===== src/design/ohash_pkg.sv =====
// Shared constants, codes and control types of the open addressing hash table.
`timescale 1ns / 1ps

package ohash_pkg;

	// Table geometry. The home slot is the low bits of the key, so the size is a power of two.
	localparam int TABLE_SIZE = 1024;
	localparam int SLOT_W     = $clog2(TABLE_SIZE);
	localparam int COUNT_W    = SLOT_W + 1;
	localparam int KEY_W      = 32;

	// Item commands.
	localparam logic CMD_LOOKUP = 1'b0;
	localparam logic CMD_INSERT = 1'b1;

	// Probe modes.
	localparam logic MODE_LINEAR    = 1'b0;
	localparam logic MODE_QUADRATIC = 1'b1;

	// Result status codes.
	typedef enum logic [1:0] {
		ST_PRESENT  = 2'd0,
		ST_INSERTED = 2'd1,
		ST_MISS     = 2'd2,
		ST_LIMIT    = 2'd3
	} status_t;

	// Controller states.
	typedef enum logic [1:0] {
		S_CLEAR,
		S_IDLE,
		S_CHECK
	} state_t;

	// Commands from the controller to the datapath.
	typedef struct packed {
		logic start;
		logic step;
		logic finish;
		logic clr_wr;
	} ohash_cmd_t;

	// Status from the datapath to the controller.
	typedef struct packed {
		logic found;
		logic last;
		logic out_free;
		logic clr_last;
	} ohash_sts_t;

endpackage


===== src/design/ohash_ctrl.sv =====
// Controller state machine that sequences clearing, probing and result hand-off.
`timescale 1ns / 1ps

module ohash_ctrl (
	input  logic                  clk,
	input  logic                  arst_n,
	input  logic                  in_valid,
	output logic                  in_stall,
	input  ohash_pkg::ohash_sts_t sts,
	output ohash_pkg::ohash_cmd_t cmd
);

	ohash_pkg::state_t state_q, state_d;

	// State register; reset starts the clearing pass over the valid bits.
	always_ff @(posedge clk or negedge arst_n) begin
		if (!arst_n) begin
			state_q <= ohash_pkg::S_CLEAR;
		end else begin
			state_q <= state_d;
		end
	end

	// Next state and commands.
	always_comb begin
		state_d  = state_q;
		cmd      = '0;
		in_stall = 1'b1;
		unique case (state_q)
			ohash_pkg::S_CLEAR: begin
				cmd.clr_wr = 1'b1;
				if (sts.clr_last) begin
					state_d = ohash_pkg::S_IDLE;
				end
			end
			ohash_pkg::S_IDLE: begin
				in_stall = 1'b0;
				if (in_valid) begin
					cmd.start = 1'b1;
					state_d   = ohash_pkg::S_CHECK;
				end
			end
			ohash_pkg::S_CHECK: begin
				// The search ends on a match, an empty slot or the probe limit.
				if (sts.found || sts.last) begin
					if (sts.out_free) begin
						cmd.finish = 1'b1;
						state_d    = ohash_pkg::S_IDLE;
					end
				end else begin
					cmd.step = 1'b1;
				end
			end
			default: begin
				state_d = ohash_pkg::S_IDLE;
			end
		endcase
	end

endmodule


===== config.mk =====
export PLATFORM = sky130hd
export DESIGN_NAME = ohash_ctrl
export DESIGN_NICKNAME = d
export VERILOG_FILES = /design/src/design/ohash_pkg.sv /design/src/design/ohash_ctrl.sv
export SDC_FILE = /design/constraint.sdc
export NUM_CORES = 1
export LEC_CHECK = 0
export ABC_AREA = 1
export BUFFER_PORTS_ARGS = -buffer_cell sky130_fd_sc_hd__buf_4
export CELL_PAD_IN_SITES_DETAIL_PLACEMENT = 0
export CELL_PAD_IN_SITES_GLOBAL_PLACEMENT = 1
export CORE_AREA = 2 2 39 41
export CTS_BUF_LIST = sky130_fd_sc_hd__clkbuf_8 sky130_fd_sc_hd__clkbuf_16
export CTS_CLUSTER_DIAMETER = 80
export DETAILED_ROUTE_END_ITERATION = 12
export DIE_AREA = 0 0 41 43
export PLACE_DENSITY_LB_ADDON = 0.1
export SETUP_SLACK_MARGIN = 0.4
export SLEW_MARGIN = 20
export SYNTH_ARGS = -nofsm -noshare
export SYNTH_HDL_FRONTEND = slang
export SYNTH_SLANG_ARGS = --single-unit

===== constraint.sdc =====
create_clock -name clk -period 0.95 [get_ports clk]
set_input_delay 0 -clock clk [delete_from_list [all_inputs] [get_ports clk]]
set_output_delay 0 -clock clk [all_outputs]
set_load 0.02 [all_outputs]

==> impl_metrics.json <==
{
  "reg_top3": "state_q x2",
  "violations": "setup timing",
  "top_register": "state_q",
  "power_density_mw_per_mm2": 3360,
  "fin_ws_ns": -0.1043,
  "final_nets": 47,
  "drt_iter0_drc": 0,
  "cp_max_fo": 2,
  "endpoint_kind": "output pin",
  "wl_um": 479,
  "die_x_um": 41,
  "clock-sinks": 2,
  "ys_ff_latch": 2,
  "die_y_um": 43,
  "muxShareOfSynthArea_pct": 0,
  "ant_nets": 0,
  "start_util_pct": 9.765,
  "worst_slew_pin_slew_ns": 0.1979,
  "fin_crit_sh_pct": 111.0,
  "required_ns": 0.95,
  "path_delay_family": "flip-flops",
  "cap_violations": 0,
  "syn2layout_area_growth_pct": 177.8,
  "synth_warnings": 0,
  "grt.total_usage_pct": 6.734,
  "p_leak_nw": 0.1846,
  "outcome": "complete, but fails checks",
  "ys_types": 9,
  "drive_gt1_share_pct": 76.32,
  "crit_chain": "nor2_4, inv_2, nor3_4, buf_6",
  "vias": 190,
  "largest_reg_flops": 2,
  "slew_viol_final": 0,
  "dp_cells": 46,
  "synth.yosys.seq_area_share_pct": 37.04,
  "finalWeightedCongestion": 0.6092,
  "crit_slowest_cell": "dfrtp_2",
  "slew_headroom_pct": 86.80,
  "min_period_ns": 1.054,
  "synth_top_family_by_area": "simple AND/OR/NAND/NOR gates",
  "multi_input_area_sq_um": 106.4,
  "drtPass1Iterations": 1,
  "critical_path_buf_inv_count": 2,
  "antenna_cells": 0,
  "cts-htree-levels": 1,
  "yosys.area_share.simple_pct": 35.19,
  "cts_max_path_buffers": 2,
  "total_power_mw": 1.261,
  "grt_pass1_vias": 224,
  "path_clk_slew_ns": 0.03,
  "vdd_drop_max_mv": 0.8492,
  "netlist_area_sq_um": 135.1,
  "ios": 12,
  "nFillCells": 156,
  "cts-root-buf": "clkbuf_8",
  "syn_inst": 19,
  "drc": 0,
  "fmaxAchievable_mhz": 948.5,
  "wire_per_inst_um": 8.870,
  "arrival_ns": 1.05,
  "grt_first_pass_wirelength_um": 759,
  "fin_tns_setup_ns": -0.2747,
  "register_area_sq_um": 51.30,
  "cts_buffers": 3,
  "antenna_found_initial": 0,
  "fp.coreArea_sq_mm": 0.001384,
  "dpl-instance-area_sq_um": 256.5,
  "clkLatencyLatePin_ns": 0.21,
  "final-setup-viol-count": 5,
  "cts_tree": "built",
  "cpPeakStageDelay_ns": 0.42,
  "start_kind": "register",
  "grt-ovfl-total": 0,
  "numPortBuffers": 11,
  "routed_via_density": 3.519,
  "fin_cells": 54,
  "holdCritPathClass": "input port to register",
  "clock_skew_ns": 0.001341,
  "row_count": 14,
  "synth_xor_area_share_pct": 0,
  "synth_compound_area_share_pct": 16.67,
  "grt_max_degree": 5,
  "critPathKind": "register to output pin",
  "final_area_sq_um": 375.4,
  "rsz0062_at_grt": "yes",
  "avgSynthCellArea_sq_um": 7.112,
  "synth_nets": 26,
  "hold_viol_final": 0,
  "timing.hold.ws_ns": 0.09130,
  "synth_fa_ha_area_share_pct": 0,
  "die_area_sq_mm": 0.001763
}
==> kinds of logic after synthesis <==
group                  Yosys count
flip-flops                       2
AO/OA/AOI/OAI                    3
AND/OR/NAND/NOR                 10
buffers and inverters            4
==> area by class of cell <==
type | instances | share of cell area, %
Sequential cell | 2 | 13.67
Tap cell | 16 | 5.333
Inverter | 4 | 4.000
Timing Repair Buffer | 16 | 37.67
Multi-Input combinational cell | 13 | 28.33
Clock buffer | 3 | 11.00
==> worst min-delay path, cell delays in order <==
cell and delay (ns):
buf_4 0.08, o21ai_2 0.07, nand2_4 0.06, o21ai_2 0.04
==> where the power goes <==
group	total [mW]	internal [mW]	switching (mW)	leakage, nW
logic	0.752	0.365	0.387	0.140
clock network	0.331	0.268	0.0633	0.0216
registers	0.178	0.135	0.0428	0.0235
==> Yosys cell counts <==
cell type,instances,area [sq um]
inv_1,4,15.01
nand3_1,1,5.000
dfrtp_1,2,50.05
nand2_1,4,15.01
nor3_2,1,10.01
nor2_2,1,6.260
o21ai_2,2,17.52
nor2_1,3,11.26
o21ai_0,1,5.000
==> routing by layer <==
metal	wire [um]	up-vias	share of wire [%]	GRT usage, %
met5	0	-	0	0
met4	0	0	0	6.000
met3	35	0	7.3	3.665
met2	264	9	55	11.25
met1	178	83	37	4.839
li1	-	98	-	-
==> repair_timing <==
action / CTS / global route
pin swaps: 2 / 2
buffers inserted: 4 / 0
endpoints found under the setup margin: 7 / 7
hold buffers: 1 / 0
endpoints found under the hold margin: 2 / 0
gates resized for setup: 11 / 1
==> metrics by stage <==
step                setup slack (ns)  utilization [%]
finish                       -0.1043            27.12
global placement             0.04392            18.54
CTS                          -0.1052            26.76
global route                 -0.1542            27.12
floorplan                     0.1199                -
detailed placement           0.03130            18.54
==> cells in the final DEF (no fill, tap or decap) <==
master	instances
buf_4	10
buf_6	5
clkbuf_8	3
inv_2	2
nor2_4	2
o21ai_2	2
nand2_4	2
inv_1	2
nand2_1	2
nor2_2	1
nor3_4	1
nor2_1	1
o21ai_0	1
nand3_1	1
dlygate4sd3_1	1
dfrtp_2	1
dfrtp_1	1
==> worst paths after layout <==
kind / startpoint / end / slack (ns) / depth (start not counted)
max: state_q[0]$_DFFE_PN0P_ / cmd[2] / -0.10 / 4
min: sts[1] / state_q[1]$_DFFE_PN0P_ / 0.09 / 4
max reg2reg: state_q[0]$_DFFE_PN0P_ / state_q[0]$_DFFE_PN0P_ / 0.03 / 5
min reg2reg: state_q[1]$_DFFE_PN0P_ / state_q[0]$_DFFE_PN0P_ / 0.64 / 4
max in group asynchronous: arst_n / state_q[0]$_DFFE_PN0P_ / 0.74 / 2
min in group asynchronous: arst_n / state_q[0]$_DFFE_PN0P_ / 0.11 / 2
Power figures use the tool's default switching activity.
